## src/rtl/core/nmm_pkg.sv

```systemverilog
// Shared constants, register codes and types for the noise gate monitor mixer.
package nmm_pkg;

    // Default field widths
    localparam int DEF_SAMPLE_BITS    = 24;
    localparam int DEF_GAIN_FRAC_BITS = 24;

    // Shared multiplier: signed operands, wide enough for every product used
    localparam int MUL_W  = 33;
    localparam int PROD_W = 2 * MUL_W;

    // Leaky energy tracker coefficients (over 2^16)
    localparam logic [15:0] ENERGY_KEEP  = 16'd65470;
    localparam logic [15:0] ENERGY_TAKE  = 16'd66;
    localparam int          ENERGY_SHIFT = 16;
    localparam logic [31:0] ENERGY_RST   = 32'd4295;
    localparam logic [31:0] ENERGY_MAX   = 32'hFFFF_FFFF;

    // Smoothing steps are Q1.24, unity is 2^24
    localparam int          STEP_W     = 25;
    localparam int          STEP_SHIFT = 24;
    localparam logic [24:0] STEP_ONE   = 25'h100_0000;

    // Configuration port
    localparam int CFG_IDX_W  = 3;
    localparam int CFG_DATA_W = 32;

    localparam logic [CFG_IDX_W-1:0] CFG_GATE_EN  = 3'd0;
    localparam logic [CFG_IDX_W-1:0] CFG_MON_EN   = 3'd1;
    localparam logic [CFG_IDX_W-1:0] CFG_BAKE_EN  = 3'd2;
    localparam logic [CFG_IDX_W-1:0] CFG_OPEN_THR = 3'd3;
    localparam logic [CFG_IDX_W-1:0] CFG_ATK_STEP = 3'd4;
    localparam logic [CFG_IDX_W-1:0] CFG_REL_STEP = 3'd5;

    // Register reset values
    localparam logic [31:0]       RST_OPEN_THR = 32'd85899;
    localparam logic [STEP_W-1:0] RST_ATK_STEP = 25'd8389;
    localparam logic [STEP_W-1:0] RST_REL_STEP = 25'd1678;

    typedef struct packed {
        logic              gate_en;
        logic              mon_en;
        logic              bake_en;
        logic [31:0]       open_thr;
        logic [STEP_W-1:0] atk_step;
        logic [STEP_W-1:0] rel_step;
    } t_cfg;

    typedef struct packed {
        logic             en;
        logic [MUL_W-1:0] a;
        logic [MUL_W-1:0] b;
    } t_mul_req;

endpackage

```

## src/rtl/core/nmm_mul.sv

```systemverilog
// Shared signed multiplier with registered product.
module nmm_mul (
    input  logic                                i_clk,
    input  nmm_pkg::t_mul_req                   i_req,
    output logic signed [nmm_pkg::PROD_W-1:0]   o_prod
);
    import nmm_pkg::*;

    logic signed [PROD_W-1:0] r_prod;

    // product loads only when a step issues a request, else it holds
    always_ff @(posedge i_clk) begin
        if (i_req.en) begin
            r_prod <= $signed(i_req.a) * $signed(i_req.b);
        end
    end

    assign o_prod = r_prod;

endmodule

```

## config.mk

```make
export PLATFORM = sky130hd
export DESIGN_NAME = nmm_mul
export DESIGN_NICKNAME = d
export VERILOG_FILES = /design/src/rtl/core/nmm_pkg.sv /design/src/rtl/core/nmm_mul.sv
export SDC_FILE = /design/constraint.sdc
export NUM_CORES = 2
export LEC_CHECK = 0
export ABC_AREA = 0
export BUFFER_PORTS_ARGS = -buffer_cell sky130_fd_sc_hd__clkbuf_2
export CAP_MARGIN = 20
export CORE_MARGIN = 2
export CORE_UTILIZATION = 35
export CTS_CLUSTER_DIAMETER = 60
export DETAILED_ROUTE_END_ITERATION = 12
export PLACE_DENSITY = 0.51
export SLEW_MARGIN = 40
export SYNTH_ARGS = -nofsm -noshare
export SYNTH_HDL_FRONTEND = slang
export SYNTH_SLANG_ARGS = --single-unit
```

## constraint.sdc

```tcl
create_clock -name i_clk -period 9.28 [get_ports i_clk]
set_clock_uncertainty 0.1 [all_clocks]
set_input_delay 0.928 -clock i_clk [delete_from_list [all_inputs] [get_ports i_clk]]
set_output_delay 0.928 -clock i_clk [all_outputs]
set_load 0.01 [all_outputs]
```

# [After elaboration in Yosys (flattened, before gate mapping)]
# Cells that the tools add are included.
[op_classes] mul=1
[ops] operator="33-bit by 33-bit multiplier with 66-bit output" count=1
[totals] register_bits=66 input_bits=68 output_inout_bits=66 wordCells=2

# [Logic depth before layout (Yosys ltp)]
[depth] word_depth=1 mapped_depth=27 depth_no_buf=26

# [Worst setup path before layout]
# OpenSTA, ideal clock, no wires.
[synth_path] path_type="input to register" from="input i_req[65] in the netlist's numbering" to="register r_prod[62] (netlist: o_prod[62]) (data pin)" setup_ps=269 t_arrival_ps=8024 required_time_ps=8911 slack_ps=887 stages=23 path_buffers=2 cell_sequence="clkbuf_1 -> nand2_1 -> inv_1 -> fa_1 -> fa_1 -> fa_1 -> fa_1 -> fa_1 -> fa_1 -> fa_1 -> inv_1 -> fa_1 -> inv_1 -> ha_1 -> clkbuf_1 -> and3_1 -> nand3_1 -> nand2b_1 -> a2111oi_4 -> a211oi_4 -> a21o_2 -> a211oi_2 -> a211oi_2"
[synth_via] elab_chain_cells=1
[synth_lines] item="from (decl)" line="nmm_mul.sv:4" rtl="input nmm_pkg::t_mul_req i_req,"
[synth_lines] item="33-bit by 33-bit multiplier with 66-bit output" line="nmm_mul.sv:14" rtl="r_prod <= $signed(i_req.a) * $signed(i_req.b);"
[synth_lines] item="to (signal assigned)" line="nmm_mul.sv:14"
[synth_lines] item="to (decl)" line="nmm_mul.sv:9" rtl="logic signed [PROD_W-1:0] r_prod;"
# Every way passes these cells.
# A chain may end at the register's enable or synchronous reset.

# [Worst setup path in the final report]
[layout_path] from="input i_req[58] in the netlist's numbering" to="register r_prod[64] (netlist: o_prod[64]) (data pin)"
# Same word-level chain as after synthesis.

==> flow_metrics.py <==
metrics = {
    "status": {
        "run_status": "complete, no violations",
    },
    "global_routing": {
        "grt_max_degree": 53,
        "grt_antenna_before_repair": 11,
        "track_usage": 0.212,
        "grt_overflow": 0,
        "grt_pass1_vias": 32000,
        "grt_pass1_wl_mm": 193,
    },
    "clock_network": {
        "cts_resized": 0,
        "clock_sinks": 66,
        "h-tree-depth": 3,
        "post_cts.repair.setup_buffers": 0,
        "clk_path_buf_depth": 2,
        "postCtsHoldBufs": 0,
        "cts_buffers": 9,
        "cts_tree": "done",
        "root_buffer": "clkbuf_16",
        "clk_pin_slew_ns": 0.07,
    },
    "worst_hold_path": {
        "hold_start": "i_req[66]",
        "min_path_cells": 1,
        "min-delay-path-class": "in -> reg",
        "min_to": "o_prod[18]",
    },
    "cells_and_area": {
        "seqCellArea_mm2": 0.00198,
        "largest_register_ffs": 66,
        "area_growth_pct": 7.97,
        "fin_cells": 5947,
        "drive_above_1_share": 0.0744,
        "n_fill_cell": 12000,
        "fin_nets": 5833,
        "multi_input_area_mm2": 0.0343,
    },
    "place": {
        "place.gp.congestion": 0.870,
        "place_hpwl_mm": 106,
        "io_buffer_count": 133,
        "place_inst": 5928,
    },
    "synthesis": {
        "synth_edf_count": 66,
        "ys_types": 80,
        "ys_warn_count": 0,
        "synth_flop_cell": "edfxtp_1",
        "synth_seq_cells": 66,
        "async_reset_ff_frac": 0,
        "avgSynthCellArea_um2": 9.54,
        "syn-num-nets": 5768,
        "yosysSeqAreaShare": 0.0479,
        "netlist_instances": 4338,
        "synth.cell_area_mm2": 0.0414,
    },
    "critical_path": {
        "startpoint_type": "input pin",
        "endpoint_kind": "flop",
        "critPathKind": "in -> reg",
        "critical_path_arrival_ns": 8.64,
        "path_max_fanout": 26,
        "worstPathRequired_ns": 9.42,
    },
    "floorplan": {
        "start_util": 0.352,
        "io_pins": 134,
        "die_h_um": 348,
        "rows": 126,
        "dieArea_mm2": 0.121,
        "die_w_um": 348,
        "core_mm2": 0.118,
    },
    "route": {
        "firstDrtPassIters": 5,
        "drt_wl_total_mm": 124,
        "ant_nets": 0,
        "wl_per_cell_um": 20.8,
        "drcViolationCount": 0,
        "vias": 28800,
        "drt-initial-drc-count": 1380,
        "viasPerCell": 4.84,
    },
    "timing": {
        "max_slew.worst_pin.slew_ns": 0.859,
        "final_hold_viol_count": 0,
        "max_freq_ghz": 0.118,
        "fin_crit_sh": 0.916,
        "rsz0062_at_grt": "no",
        "slew-limit-headroom": 0.427,
        "period_minus_slack_ns": 8.50,
        "maxSlewViolCount": 0,
        "finalSetupViolCount": 0,
        "fin_hold_ws_ns": 0.843,
        "fin_tns_setup_ns": 0,
    },
    "job": {
        "drv_cap": 0,
    },
}
==> area by class of cell <==
cell class              count  area share
well taps                1536      0.0430
clock inverters             6     0.00151
diodes                      3    0.000168
inverters                1131      0.0950
multi-input cells        2920       0.768
flip-flops and latches     66      0.0443
clock buffers              10     0.00512
repair buffers            275      0.0430
==> Yosys cell counts (all sizes together) (7+ instances only) <==
cell type | n | share of area
a21oi | 61 | 0.0079
ha | 217 | 0.066
nand3 | 26 | 0.0033
fa | 1145 | 0.55
nand2 | 551 | 0.050
a21o | 38 | 0.0070
o21ai | 33 | 0.0042
a31oi | 9 | 0.0015
clkbuf | 208 | 0.019
xor2 | 25 | 0.0053
o31ai | 7 | 0.0025
buf | 13 | 0.0017
nor3 | 7 | 0.00085
edfxtp | 66 | 0.048
inv | 1131 | 0.10
o21bai | 11 | 0.0020
nor2 | 68 | 0.0062
xnor2 | 43 | 0.0091
a211oi | 11 | 0.0027
nand2b | 12 | 0.0018
nand4 | 12 | 0.0020
and2 | 563 | 0.085
==> logic make-up (layout without fill, tap and decap cells) <==
group / after synthesis / in the layout / share of synthesized area
AO/OA/AOI/OAI: 219 / 219 / 0.0400
XOR/XNOR: 68 / 68 / 0.0144
adder cells (fa/ha/maj): 1362 / 1362 / 0.619
buffers and inverters: 1352 / 1422 / 0.123
flip-flops: 66 / 66 / 0.0479
other: 0 / 3 / 0
AND/OR/NAND/NOR: 1271 / 1271 / 0.155
==> worst max path at each step <==
| stage | start | to | depth (start not counted) |
|---|---|---|---|
| 3_5_place_dp | i_req[49] | o_prod[54] | 23 |
| 5_1_grt | i_req[0] | o_prod[64] | 28 |
| 4_1_cts | i_req[49] | o_prod[54] | 23 |
| 3_3_place_gp | i_req[49] | o_prod[54] | 23 |
| 6_report | i_req[58] | o_prod[64] | 25 |
| 2_1_floorplan | i_req[65] | o_prod[62] | 23 |
==> layer usage <==
layer	track usage	wire, um
met3	0.0235	5510
met4	0.0594	4030
met5	0	38
met2	0.390	66300
met1	0.261	47700
==> critical path: stages <==
cell and delay (ns):
clkbuf_2 0.31, buf_4 0.44, and2_1 0.21, fa_1 0.49
fa_1 0.55, inv_1 0.05, fa_1 0.53, inv_1 0.05
fa_1 0.52, fa_1 0.59, fa_1 0.44, fa_1 0.49
inv_1 0.05, fa_1 0.47, inv_1 0.04, ha_1 0.41
nand2_1 0.20, o21bai_1 0.40, a31oi_1 0.17, o221a_2 0.32
or2_2 0.32, nand3_2 0.13, a211oi_1 0.09, a311oi_1 0.26
buf_4 0.15
==> cell usage in the layout (no fill, tap or decap), types with 5 or more instances in the layout <==
cell type,n
fa_1,1144
inv_1,1131
and2_1,562
nand2_1,551
ha_1,217
clkbuf_2,132
buf_4,128
nor2_1,68
edfxtp_1,66
a21oi_1,57
xnor2_1,43
a21o_1,36
o21ai_0,25
nand3_1,25
xor2_1,25
buf_12,15
nand2b_1,12
o21bai_1,11
nand4_1,11
clkbuf_16,9
a31oi_1,8
a211oi_1,7
nor3_1,7
o21a_1,6
o21ai_1,6
a211o_1,6
and3_1,5
and4_1,5
nor2b_1,5
==> per-stage QoR <==
step / setup slack, ns / util / area, um^2
finish: 0.778 / 0.380 / 44700
global route: 0.447 / 0.380 / 44700
CTS: 0.772 / 0.380 / 44700
detailed placement: 0.400 / 0.377 / 44400
global placement: 0.389 / 0.377 / 44400
floorplan: 0.887 / - / 41400
Power is not shown: default switching activity piles up to over one toggle a cycle in this logic, so the estimate is an artifact.
