===== src/rtl/core/nmm_pkg.sv =====
// Shared constants, register codes and types for the noise gate monitor mixer.
package nmm_pkg;

    // Default field widths
    localparam int DEF_SAMPLE_BITS    = 24;
    localparam int DEF_GAIN_FRAC_BITS = 24;

    // Shared multiplier: signed operands, wide enough for every product used
    localparam int MUL_W  = 33;
    localparam int PROD_W = 2 * MUL_W;

    // Leaky energy tracker coefficients (over 2^16)
    localparam logic [15:0] ENERGY_KEEP  = 16'd65470;
    localparam logic [15:0] ENERGY_TAKE  = 16'd66;
    localparam int          ENERGY_SHIFT = 16;
    localparam logic [31:0] ENERGY_RST   = 32'd4295;
    localparam logic [31:0] ENERGY_MAX   = 32'hFFFF_FFFF;

    // Smoothing steps are Q1.24, unity is 2^24
    localparam int          STEP_W     = 25;
    localparam int          STEP_SHIFT = 24;
    localparam logic [24:0] STEP_ONE   = 25'h100_0000;

    // Configuration port
    localparam int CFG_IDX_W  = 3;
    localparam int CFG_DATA_W = 32;

    localparam logic [CFG_IDX_W-1:0] CFG_GATE_EN  = 3'd0;
    localparam logic [CFG_IDX_W-1:0] CFG_MON_EN   = 3'd1;
    localparam logic [CFG_IDX_W-1:0] CFG_BAKE_EN  = 3'd2;
    localparam logic [CFG_IDX_W-1:0] CFG_OPEN_THR = 3'd3;
    localparam logic [CFG_IDX_W-1:0] CFG_ATK_STEP = 3'd4;
    localparam logic [CFG_IDX_W-1:0] CFG_REL_STEP = 3'd5;

    // Register reset values
    localparam logic [31:0]       RST_OPEN_THR = 32'd85899;
    localparam logic [STEP_W-1:0] RST_ATK_STEP = 25'd8389;
    localparam logic [STEP_W-1:0] RST_REL_STEP = 25'd1678;

    typedef struct packed {
        logic              gate_en;
        logic              mon_en;
        logic              bake_en;
        logic [31:0]       open_thr;
        logic [STEP_W-1:0] atk_step;
        logic [STEP_W-1:0] rel_step;
    } t_cfg;

    typedef struct packed {
        logic             en;
        logic [MUL_W-1:0] a;
        logic [MUL_W-1:0] b;
    } t_mul_req;

endpackage


===== src/rtl/core/nmm_in_if.sv =====
// Input channel: one stereo mic frame plus the timeline mix frame.
interface nmm_in_if #(
    parameter int SAMPLE_BITS = nmm_pkg::DEF_SAMPLE_BITS
);
    logic                          valid;
    logic                          ready;
    logic signed [SAMPLE_BITS-1:0] mic_left;
    logic signed [SAMPLE_BITS-1:0] mic_right;
    logic signed [SAMPLE_BITS-1:0] mix_left;
    logic signed [SAMPLE_BITS-1:0] mix_right;

    modport source (
        output valid, mic_left, mic_right, mix_left, mix_right,
        input  ready
    );
    modport sink (
        input  valid, mic_left, mic_right, mix_left, mix_right,
        output ready
    );
endinterface


===== src/rtl/core/nmm_out_if.sv =====
// Output channel: monitored mix, recorded frame, gate status and gain.
interface nmm_out_if #(
    parameter int SAMPLE_BITS    = nmm_pkg::DEF_SAMPLE_BITS,
    parameter int GAIN_FRAC_BITS = nmm_pkg::DEF_GAIN_FRAC_BITS
);
    logic                          valid;
    logic                          ready;
    logic signed [SAMPLE_BITS-1:0] out_left;
    logic signed [SAMPLE_BITS-1:0] out_right;
    logic signed [SAMPLE_BITS-1:0] rec_left;
    logic signed [SAMPLE_BITS-1:0] rec_right;
    logic                          gate_is_open;
    logic [GAIN_FRAC_BITS:0]       gain_now;

    modport source (
        output valid, out_left, out_right, rec_left, rec_right, gate_is_open, gain_now,
        input  ready
    );
    modport sink (
        input  valid, out_left, out_right, rec_left, rec_right, gate_is_open, gain_now,
        output ready
    );
endinterface


===== src/rtl/core/nmm_seq.sv =====
// Sequencer and datapath: energy tracking, gain smoothing, gating and mixing.
module nmm_seq #(
    parameter int SAMPLE_BITS    = nmm_pkg::DEF_SAMPLE_BITS,
    parameter int GAIN_FRAC_BITS = nmm_pkg::DEF_GAIN_FRAC_BITS
) (
    input  logic                                i_clk,
    input  logic                                i_rst_n,
    input  nmm_pkg::t_cfg                       i_cfg,
    nmm_in_if.sink                              i_in,
    nmm_out_if.source                           o_out,
    output nmm_pkg::t_mul_req                   o_mul_req,
    input  logic signed [nmm_pkg::PROD_W-1:0]   i_prod
);
    import nmm_pkg::*;

    localparam int SB  = SAMPLE_BITS;
    localparam int GFB = GAIN_FRAC_BITS;
    localparam int SQ_SHIFT = 2 * SB - 32;
    localparam logic [GFB:0] GAIN_ONE = {1'b1, {GFB{1'b0}}};

    // Sequencer state codes
    localparam logic [3:0] ST_IDLE = 4'd0;
    localparam logic [3:0] ST_SQ   = 4'd1;
    localparam logic [3:0] ST_E1   = 4'd2;
    localparam logic [3:0] ST_E2   = 4'd3;
    localparam logic [3:0] ST_CMP  = 4'd4;
    localparam logic [3:0] ST_GAIN = 4'd5;
    localparam logic [3:0] ST_GUPD = 4'd6;
    localparam logic [3:0] ST_GL   = 4'd7;
    localparam logic [3:0] ST_GR   = 4'd8;
    localparam logic [3:0] ST_FIN  = 4'd9;

    logic [3:0]           r_state, n_state;
    logic signed [SB-1:0] r_mic_l, r_mic_r, r_mix_l, r_mix_r;
    logic                 r_sq_big;
    logic [31:0]          r_sq;
    logic [47:0]          r_acc;
    logic [31:0]          r_energy;
    logic                 r_open;
    logic                 r_rise;
    logic [GFB:0]         r_gain;
    logic signed [SB-1:0] r_gl;

    logic                 r_out_valid;
    logic signed [SB-1:0] r_o_left, r_o_right, r_rec_left, r_rec_right;
    logic                 r_o_open;
    logic [GFB:0]         r_o_gain;

    logic                 accept;
    logic                 out_free;
    logic [PROD_W-1:0]    prod_u;
    logic signed [33:0]   sum34;
    logic [33:0]          mag34;
    logic [PROD_W-1:0]    sq_sh;
    logic [31:0]          sq_val;
    logic [49:0]          e_sum;
    logic [33:0]          e_sh;
    logic [31:0]          e_val;
    logic [STEP_W-1:0]    atk_c, rel_c;
    logic                 rise;
    logic [GFB:0]         diff;
    logic [GFB:0]         delta;
    logic [GFB:0]         gg;
    logic signed [PROD_W-1:0] gated_sh;
    logic signed [SB-1:0] gated;

    // saturate a sum one bit wider than a sample back into sample range
    function automatic logic signed [SB-1:0] f_clamp(input logic signed [SB:0] s);
        logic signed [SB-1:0] res;
        if (s[SB] != s[SB-1]) begin
            res = s[SB] ? {1'b1, {(SB-1){1'b0}}} : {1'b0, {(SB-1){1'b1}}};
        end else begin
            res = s[SB-1:0];
        end
        return res;
    endfunction

    assign accept      = i_in.valid && i_in.ready;
    assign i_in.ready  = (r_state == ST_IDLE);
    assign out_free    = !r_out_valid || o_out.ready;
    assign prod_u      = i_prod;

    // mono sum magnitude; above 32 bits the square saturates
    assign sum34 = 34'(r_mic_l) + 34'(r_mic_r);
    assign mag34 = sum34[33] ? 34'(-sum34) : 34'(sum34);

    // Q0.32 square of the mono average
    assign sq_sh  = prod_u >> SQ_SHIFT;
    assign sq_val = (r_sq_big || (sq_sh[PROD_W-1:32] != '0)) ? ENERGY_MAX : sq_sh[31:0];

    // energy update: (keep*E + take*sq) >> 16, saturated
    assign e_sum = {2'b00, r_acc} + prod_u[49:0];
    assign e_sh  = e_sum[49:ENERGY_SHIFT];
    assign e_val = (e_sh[33:32] != 2'b00) ? ENERGY_MAX : e_sh[31:0];

    // gain smoothing: steps above unity act as unity
    assign atk_c = (i_cfg.atk_step > STEP_ONE) ? STEP_ONE : i_cfg.atk_step;
    assign rel_c = (i_cfg.rel_step > STEP_ONE) ? STEP_ONE : i_cfg.rel_step;
    assign rise  = r_open && (r_gain < GAIN_ONE);
    assign diff  = rise ? GAIN_ONE - r_gain : (r_open ? '0 : r_gain);
    assign delta = prod_u[STEP_SHIFT +: (GFB + 1)];

    // gated sample, floor toward minus infinity
    assign gg       = i_cfg.gate_en ? r_gain : GAIN_ONE;
    assign gated_sh = i_prod >>> GFB;
    assign gated    = gated_sh[SB-1:0];

    // multiplier operand select
    always_comb begin
        o_mul_req = '0;
        unique case (r_state)
            ST_SQ: begin
                o_mul_req.en = 1'b1;
                o_mul_req.a  = {1'b0, mag34[31:0]};
                o_mul_req.b  = {1'b0, mag34[31:0]};
            end
            ST_E1: begin
                o_mul_req.en = 1'b1;
                o_mul_req.a  = MUL_W'(ENERGY_KEEP);
                o_mul_req.b  = {1'b0, r_energy};
            end
            ST_E2: begin
                o_mul_req.en = 1'b1;
                o_mul_req.a  = MUL_W'(ENERGY_TAKE);
                o_mul_req.b  = {1'b0, r_sq};
            end
            ST_GAIN: begin
                o_mul_req.en = 1'b1;
                o_mul_req.a  = MUL_W'(rise ? atk_c : rel_c);
                o_mul_req.b  = MUL_W'(diff);
            end
            ST_GL: begin
                o_mul_req.en = 1'b1;
                o_mul_req.a  = MUL_W'(r_mic_l);
                o_mul_req.b  = MUL_W'(gg);
            end
            ST_GR: begin
                o_mul_req.en = 1'b1;
                o_mul_req.a  = MUL_W'(r_mic_r);
                o_mul_req.b  = MUL_W'(gg);
            end
            default: begin
                o_mul_req = '0;
            end
        endcase
    end

    // next state
    always_comb begin
        n_state = r_state;
        unique case (r_state)
            ST_IDLE: if (accept) n_state = ST_SQ;
            ST_SQ:   n_state = ST_E1;
            ST_E1:   n_state = ST_E2;
            ST_E2:   n_state = ST_CMP;
            ST_CMP:  n_state = ST_GAIN;
            ST_GAIN: n_state = ST_GUPD;
            ST_GUPD: n_state = ST_GL;
            ST_GL:   n_state = ST_GR;
            ST_GR:   n_state = ST_FIN;
            ST_FIN:  if (out_free) n_state = ST_IDLE;
            default: n_state = ST_IDLE;
        endcase
    end

    // control and tracker state
    always_ff @(posedge i_clk) begin
        if (!i_rst_n) begin
            r_state     <= ST_IDLE;
            r_energy    <= ENERGY_RST;
            r_gain      <= '0;
            r_out_valid <= 1'b0;
        end else begin
            r_state <= n_state;
            if (r_state == ST_CMP) begin
                r_energy <= e_val;
            end
            if (r_state == ST_GUPD) begin
                r_gain <= r_rise ? r_gain + delta : r_gain - delta;
            end
            if (r_state == ST_FIN && out_free) begin
                r_out_valid <= 1'b1;
            end else if (o_out.ready) begin
                r_out_valid <= 1'b0;
            end
        end
    end

    // payload and intermediate values
    always_ff @(posedge i_clk) begin
        if (accept) begin
            r_mic_l <= i_in.mic_left;
            r_mic_r <= i_in.mic_right;
            r_mix_l <= i_in.mix_left;
            r_mix_r <= i_in.mix_right;
        end
        if (r_state == ST_SQ) begin
            r_sq_big <= (mag34[33:32] != 2'b00);
        end
        if (r_state == ST_E1) begin
            r_sq <= sq_val;
        end
        if (r_state == ST_E2) begin
            r_acc <= prod_u[47:0];
        end
        if (r_state == ST_CMP) begin
            r_open <= (e_val > i_cfg.open_thr);
        end
        if (r_state == ST_GAIN) begin
            r_rise <= rise;
        end
        if (r_state == ST_GR) begin
            r_gl <= gated;
        end
        if (r_state == ST_FIN && out_free) begin
            r_o_left    <= i_cfg.mon_en ? f_clamp((SB+1)'(r_mix_l) + (SB+1)'(r_gl)) : r_mix_l;
            r_o_right   <= i_cfg.mon_en ? f_clamp((SB+1)'(r_mix_r) + (SB+1)'(gated)) : r_mix_r;
            r_rec_left  <= i_cfg.bake_en ? r_gl : r_mic_l;
            r_rec_right <= i_cfg.bake_en ? gated : r_mic_r;
            r_o_open    <= r_open;
            r_o_gain    <= r_gain;
        end
    end

    assign o_out.valid        = r_out_valid;
    assign o_out.out_left     = r_o_left;
    assign o_out.out_right    = r_o_right;
    assign o_out.rec_left     = r_rec_left;
    assign o_out.rec_right    = r_rec_right;
    assign o_out.gate_is_open = r_o_open;
    assign o_out.gain_now     = r_o_gain;

`ifndef SYNTHESIS
    a_gain_bounded: assert property (@(posedge i_clk) disable iff (!i_rst_n)
        r_gain <= GAIN_ONE)
        else $error("gate gain above unity");

    a_rise_up: assert property (@(posedge i_clk) disable iff (!i_rst_n)
        (r_state == ST_GUPD && r_rise) |=> r_gain >= $past(r_gain))
        else $error("gain fell during attack");

    a_fall_down: assert property (@(posedge i_clk) disable iff (!i_rst_n)
        (r_state == ST_GUPD && !r_rise) |=> r_gain <= $past(r_gain))
        else $error("gain rose during release");

    a_fin_loads: assert property (@(posedge i_clk) disable iff (!i_rst_n)
        (r_state == ST_FIN && out_free) |=> (r_out_valid && r_state == ST_IDLE))
        else $error("finished item not loaded into output register");

    a_busy_not_ready: assert property (@(posedge i_clk) disable iff (!i_rst_n)
        accept |=> (!i_in.ready && r_state == ST_SQ))
        else $error("accepted item did not start the sequence");
`endif

endmodule


===== src/flat_wrapper.sv =====
// flat-port wrapper written by rule: the top's interface ports become plain ports
module nmm_seq_flat import nmm_pkg::*;
#(
    parameter int SAMPLE_BITS    = nmm_pkg::DEF_SAMPLE_BITS,
    parameter int GAIN_FRAC_BITS = nmm_pkg::DEF_GAIN_FRAC_BITS
)
  (i_clk, i_rst_n, i_cfg, o_mul_req, i_prod, i_in_valid, i_in_mic_left, i_in_mic_right, i_in_mix_left, i_in_mix_right, i_in_ready, o_out_valid, o_out_out_left, o_out_out_right, o_out_rec_left, o_out_rec_right, o_out_gate_is_open, o_out_gain_now, o_out_ready);
  nmm_in_if #(.SAMPLE_BITS(SAMPLE_BITS)) i_in_i ();
  nmm_out_if #(.SAMPLE_BITS(SAMPLE_BITS), .GAIN_FRAC_BITS(GAIN_FRAC_BITS)) o_out_i ();
  input  logic i_clk;
  input  logic i_rst_n;
  input  nmm_pkg::t_cfg i_cfg;
  output nmm_pkg::t_mul_req o_mul_req;
  input  logic signed [nmm_pkg::PROD_W-1:0] i_prod;
  input wire logic [$bits(i_in_i.valid)-1:0] i_in_valid;
  input wire logic [$bits(i_in_i.mic_left)-1:0] i_in_mic_left;
  input wire logic [$bits(i_in_i.mic_right)-1:0] i_in_mic_right;
  input wire logic [$bits(i_in_i.mix_left)-1:0] i_in_mix_left;
  input wire logic [$bits(i_in_i.mix_right)-1:0] i_in_mix_right;
  output wire logic [$bits(i_in_i.ready)-1:0] i_in_ready;
  output wire logic [$bits(o_out_i.valid)-1:0] o_out_valid;
  output wire logic [$bits(o_out_i.out_left)-1:0] o_out_out_left;
  output wire logic [$bits(o_out_i.out_right)-1:0] o_out_out_right;
  output wire logic [$bits(o_out_i.rec_left)-1:0] o_out_rec_left;
  output wire logic [$bits(o_out_i.rec_right)-1:0] o_out_rec_right;
  output wire logic [$bits(o_out_i.gate_is_open)-1:0] o_out_gate_is_open;
  output wire logic [$bits(o_out_i.gain_now)-1:0] o_out_gain_now;
  input wire logic [$bits(o_out_i.ready)-1:0] o_out_ready;
  assign i_in_i.valid = i_in_valid;
  assign i_in_i.mic_left = i_in_mic_left;
  assign i_in_i.mic_right = i_in_mic_right;
  assign i_in_i.mix_left = i_in_mix_left;
  assign i_in_i.mix_right = i_in_mix_right;
  assign i_in_ready = i_in_i.ready;
  assign o_out_valid = o_out_i.valid;
  assign o_out_out_left = o_out_i.out_left;
  assign o_out_out_right = o_out_i.out_right;
  assign o_out_rec_left = o_out_i.rec_left;
  assign o_out_rec_right = o_out_i.rec_right;
  assign o_out_gate_is_open = o_out_i.gate_is_open;
  assign o_out_gain_now = o_out_i.gain_now;
  assign o_out_i.ready = o_out_ready;
  nmm_seq #(.SAMPLE_BITS(SAMPLE_BITS), .GAIN_FRAC_BITS(GAIN_FRAC_BITS)) u_core (.i_clk(i_clk), .i_rst_n(i_rst_n), .i_cfg(i_cfg), .i_in(i_in_i), .o_out(o_out_i), .o_mul_req(o_mul_req), .i_prod(i_prod));
endmodule

===== config.mk =====
export PLATFORM = sky130hd
export DESIGN_NAME = nmm_seq_flat
export DESIGN_NICKNAME = d
export VERILOG_FILES = /design/src/rtl/core/nmm_pkg.sv /design/src/rtl/core/nmm_in_if.sv /design/src/rtl/core/nmm_out_if.sv /design/src/rtl/core/nmm_seq.sv /design/src/flat_wrapper.sv
export SDC_FILE = /design/constraint.sdc
export NUM_CORES = 1
export LEC_CHECK = 0
export ABC_AREA = 1
export BUFFER_PORTS_ARGS = -buffer_cell sky130_fd_sc_hd__buf_2
export CAP_MARGIN = 20
export CORE_AREA = 2 2 269 271
export DETAILED_ROUTE_END_ITERATION = 7
export DIE_AREA = 0 0 271 273
export HOLD_SLACK_MARGIN = 0.12
export PLACE_DENSITY_LB_ADDON = 0.08
export SYNTH_ARGS = -nofsm -noshare
export SYNTH_HDL_FRONTEND = slang
export SYNTH_SLANG_ARGS = --single-unit

===== constraint.sdc =====
create_clock -name i_clk -period 9.75 [get_ports i_clk]
set_input_delay 0.975 -clock i_clk [delete_from_list [all_inputs] [get_ports i_clk]]
set_output_delay 0.975 -clock i_clk [all_outputs]
set_load 0.05 [all_outputs]

# == Word level (Yosys, flattened, before mapping) ==
# Index checks and enable logic that the tools add are counted.
# word_totals
word_cells,80
register_bits,387
input_bits,251
out_inout_bits,191
# op_classes
n_reduce_logical,12
n_addsub,8
n_mux,23
n_eq_ne,13
order_cmp,4
# op_table
cell,n
$pmux W67 S6,1
$mux W24,8
$mux W25,7
$add A24 B24 Y25,3
$add A48 B50 Y50,1
$gt A25 B25 Y1 const B,2
$pmux W4 S10,1
$mux W34,1
$neg A34 Y34,1
$reduce_bool A34 Y1,1
$gt A32 B32 Y1,1
$mux W32,1
$add A25 B25 Y25,1
$lt A25 B25 Y1 const B,1
$sub A25 B25 Y25,1
$sub A25 B25 Y25 const A,1
$eq A4 B3 Y1 const B,4
$eq A4 B2 Y1 const B,2
$eq A4 B4 Y1 const B,2
$mux W4,2
$reduce_bool A2 Y1,3
$eq A4 B1 Y1 const B,1
$logic_not A4 Y1,1
$logic_and A1 B1 Y1,3
7 further kinds,10

# == Logic depth before layout (Yosys ltp) ==
# depth
word_depth,4
mapped_depth,24
depth_no_buf,24

# == Least setup slack after synthesis ==
# Ideal clock, no wire load.
# synth_path
path_type,input to register
from,input i_in_valid
to,register u_core.r_mic_l[0] (enable)
t_arrival_ns,7.485
cell_stages,2
path_slack_ns,1.597
path_buffers,0
setup_time_ns,0.668
required_time_ns,9.082
path_cell_list,inv_1 -> nor3_1
# synth_via
elab_chain_cells,1
# synth_lines
element,line,rtl
"start, declared",flat_wrapper.sv:15,input wire logic [$bits(i_in_i.valid)-1:0] i_in_valid;
$logic_and A1 B1 Y1,nmm_seq.sv:78,assign accept = i_in.valid && i_in.ready;
via u_core.accept,nmm_seq.sv:49,logic accept;
"end signal, assigned",nmm_seq.sv:192,r_mic_l <= i_in.mic_left;
"end, declared",nmm_seq.sv:34,"logic signed [SB-1:0] r_mic_l, r_mic_r, r_mix_l, r_mix_r;"
# The timed path passes the listed nets, and every way through them passes these cells.
# A chain may end at the register's enable or synchronous reset.

==> parameters.txt <==
Parameter                              Value

Clocking
  Maximum clock path buffer count ... 3
  Number of buffers inserted during clock tree synthesis ... 46
  Clock tree from TritonCTS ... yes
  Post-cts hold buffer count ... 0
  TritonCTS Sinks ... 387
  Clock input transition at the sequential cells of the worst setup and hold paths ... 0.06 ns
  Resized Gates After CTS ... 0
  Clock Latency Late Sink ... 0.63 ns
  Clk Tree Root Cell ... sky130_fd_sc_hd__clkbuf_16
  H-tree level count ... 2
  Setup repair bufs after CTS ... 0

Power and ir drop
  Total power divided by cell area ... 172.1 nW/um2
  Final total power ... 5691 uW
  Static Leak ... 0.01474 uW
  Maximum vdd ir drop ... 0.0001494 V

STA
  Post-route setup TNS ... 0 ns
  Final WS setup ... 4.351 ns
  Min Tclk post-route ... 5.399 ns
  RSZ-0062 raised after global routing ... false
  Clock Skew ... 0.05256 ns
  Period Utilization, post-route ... 0.5537
  Achievable Freq ... 185.2 MHz
  Count of final hold-check violations ... 0
  Final slew viol count ... 0
  Tightest slew margin relative to the limit ... 0.3448
  Slew @ Worst Pin ... 0.9817 ns
  Setup Viol. Count Final ... 0

Final layout
  Post-route cell area ... 33,070 um2
  Area growth, synth to finish ... 16.94%
  Fraction of layout cells with a size suffix above 1 ... 0.1774
  Count of nets after finishing ... 4,460
  Footprint of the flip-flops and latches ... 11,000 um2
  Share of the core filled with cells ... 0.4658
  Filler Cells Inserted ... 7,276
  Area occupied by multi-input gates ... 15,060 um2

Synth
  Most area-hungry cell type in the Yosys netlist ... sky130_fd_sc_hd__edfxtp_1
  Primary flip-flop cell chosen by synthesis mapping ... sky130_fd_sc_hd__edfxtp_1
  Unique cell type count in the Yosys netlist ... 63
  Average cell area after synthesis ... 7.849 um2
  Number of enable flip-flop cells after synthesis ... 325
  Register bit count reported by yosys ... 387
  Most frequent cells after synthesis ... 773 x sky130_fd_sc_hd__nand2_1, 462 x sky130_fd_sc_hd__inv_1, 385 x sky130_fd_sc_hd__nor2_1
  Proportion of netlist area held by the largest area contributor ... 0.3451
  Most frequent cell after synthesis ... sky130_fd_sc_hd__nand2_1
  Ranking of synthesized cells by area ... sky130_fd_sc_hd__edfxtp_1 35%, sky130_fd_sc_hd__nand2_1 10%, sky130_fd_sc_hd__ha_1 7.9%, sky130_fd_sc_hd__inv_1 6.1%, sky130_fd_sc_hd__nor2_1 5.1%
  Post-Synthesis Cells ... 3,603
  Ys Warns ... 0
  Cell area after synthesis ... 28,280 um2
  Share of synthesized flip-flops with an asynchronous set or reset ... 0
  Proportion of synthesized chip area in sequential cells ... 0.3890

Floorplanning
  Vert. Die Dim ... 273 um
  Effective utilization at floorplan ... 0.3983
  Die Wd ... 271 um
  CORE AREA ... 71,000 um2
  Number of ports placed on the die boundary ... 442
  Die Outline Area ... 73,980 um2
  Number of placement rows ... 98

Global routing
  Maximum number of pins on one net before global-route repair ... 80
  Leftover overflow at the end of global routing ... 0
  Antenna violations before repair ... 14
  Total routing resource utilization after global routing ... 0.3073
  Via count of the first global-routing pass ... 25,980
  Wire length of the first global-routing pass ... 169.1 mm

Worst setup path
  Data required time of the worst path ... 8.78 ns
  Critical Path Slowest Stage Cell ... sky130_fd_sc_hd__o21ai_0
  Longest individual stage delay on the worst path ... 0.72 ns
  CP startpoint kind ... flop
  Worst-path maximum fanout ... 27
  Category of the critical setup timing path ... flop to primary output
  CP cell instances ... ha_1 -> fa_1 -> nand3_1 -> nand2_2 -> nand2_1 -> nand2_1 -> nand2_1 -> nand2_1 -> nand2_1 -> nand3_1 -> nand2_4 -> nand2_1 -> o21ai_0 -> nand3_1 -> buf_2
  Arrival time of the worst setup path ... 4.42 ns
  Endpoint class of the critical path ... primary output
  Dominant cell type by count on the critical path ... sky130_fd_sc_hd__nand2_1
  Family with the most delay on the worst path ... simple AND/OR/NAND/NOR gates
  Buffering stage count on the worst path with inverters included ... 1

Place
  Placement Setup Slack ... 4.487 ns
  Routability Congestion ... 0.9693
  Detailed Place HPWL ... 94.33 mm
  Post-placement cell area ... 31,410 um2
  Count of input and output buffers ... 440

Run
  Max-cap violations ... 0

Worst hold path
  Worst hold path class ... flop to flop

Outcome
  Result of the run ... finished, final reports clean

Drt
  Total wire length after detailed routing ... 117.0 mm
  Final ANT Viol Nets ... 0
  Via Count ... 27,210
  Via density ... 5.420
  DRC Markers ... 0
  First-pass iteration count of the detailed router ... 6
  First-iteration detailed-routing DRC count ... 2,145
  Routed wire per std cell ... 23.30 um
==> power breakdown <==
part,total [uW],internal (uW),switching (uW),leakage [uW]
registers,1970,1900,69.0,0.00340
logic,1830,518,1310,0.0106
clock network,1900,1130,768,0.000787
==> layout by cell type (no fill, tap or decap), drive strengths merged, types with 19 or more instances in the layout <==
cell type	n
nor3	70
nor2	428
ha	178
nand2	800
a221oi	28
dfxtp	62
clkbuf	60
nand4	60
inv	481
o211ai	33
xnor2	31
nand3	235
a21oi	290
o21bai	31
nand3b	29
nor4	19
o21ai	219
edfxtp	325
xor2	81
buf	458
==> routing by layer <==
layer,routed length [um],up-vias,part of all wire,GRT usage
li1,-,13120,-,-
met1,51300,12900,0.44,0.4156
met5,63,-,0.00054,0
met4,4584,10,0.039,0.1133
met2,53580,996,0.46,0.5001
met3,7463,188,0.064,0.04358
==> worst reg2reg max path: cells and delay by family (launching register included) <==
kind                     cells  cell delay (ns)
AO/OA/AOI/OAI               10             1.77
AND/OR/NAND/NOR              6             1.06
adder cells (fa/ha/maj)      2             0.64
flip-flops                   1             0.36
buffers and inverters        2             0.21
==> stage by stage <==
step                      hold WS (ns)  std cells
after global routing            0.4959       5018
after detailed placement        0.4596       4929
after global placement          0.4541       4928
after CTS                       0.4740       5014
after floorplan                 0.4405       3604
final                           0.4723       5020
==> worst paths after layout <==
| check | startpoint | to | slack (ns) | cells after the start |
|---|---|---|---|---|
| hold reg to reg | u_core.r_energy[0]$_SDFFE_PN1P_ | u_core.r_energy[0]$_SDFFE_PN1P_ | 0.47 | 2 |
| setup reg to reg | u_core.r_acc[18]$_DFFE_PN_ | u_core.r_open$_DFFE_PP_ | 5.44 | 20 |
| setup / recovery | u_core.r_mic_l[0]$_DFFE_PP_ | o_mul_req[13] | 4.35 | 15 |
| hold / removal | u_core.r_energy[0]$_SDFFE_PN1P_ | u_core.r_energy[0]$_SDFFE_PN1P_ | 0.47 | 2 |
==> flip-flops by register name, summed over array words and instances, names as in the netlist, 4 cells and up <==
| register | flops |
|---|---|
| u_core.o_out.gain_now | 25 |
| u_core.o_out.out_left | 24 |
| u_core.o_out.out_right | 24 |
| u_core.o_out.rec_left | 24 |
| u_core.o_out.rec_right | 24 |
| u_core.r_acc | 48 |
| u_core.r_energy | 32 |
| u_core.r_gain | 25 |
| u_core.r_gl | 24 |
| u_core.r_mic_l | 24 |
| u_core.r_mic_r | 24 |
| u_core.r_mix_l | 24 |
| u_core.r_mix_r | 24 |
| u_core.r_sq | 32 |
| u_core.r_state | 4 |
==> layout make-up <==
class | instances | share of cell area
clock inverter | 25 | 0.01218
tap | 950 | 0.03594
inverter | 481 | 0.05459
clock buffer | 60 | 0.03764
antenna | 6 | 0.0004540
multi-input combinational | 2653 | 0.4553
timing repair buffer | 458 | 0.07127
sequential | 387 | 0.3326
==> logic make-up after synthesis <==
group	share of synthesized area
AOI/OAI and AO/OA	0.1451
xor gates and xnor gates	0.03495
adders and majority gates	0.08158
buffers and inverters	0.08025
DFF	0.3890
muxes	0.006769
other	0.0001326
and+or+nand+nor	0.2623
Note: power is estimated with default switching activity, not from simulation.
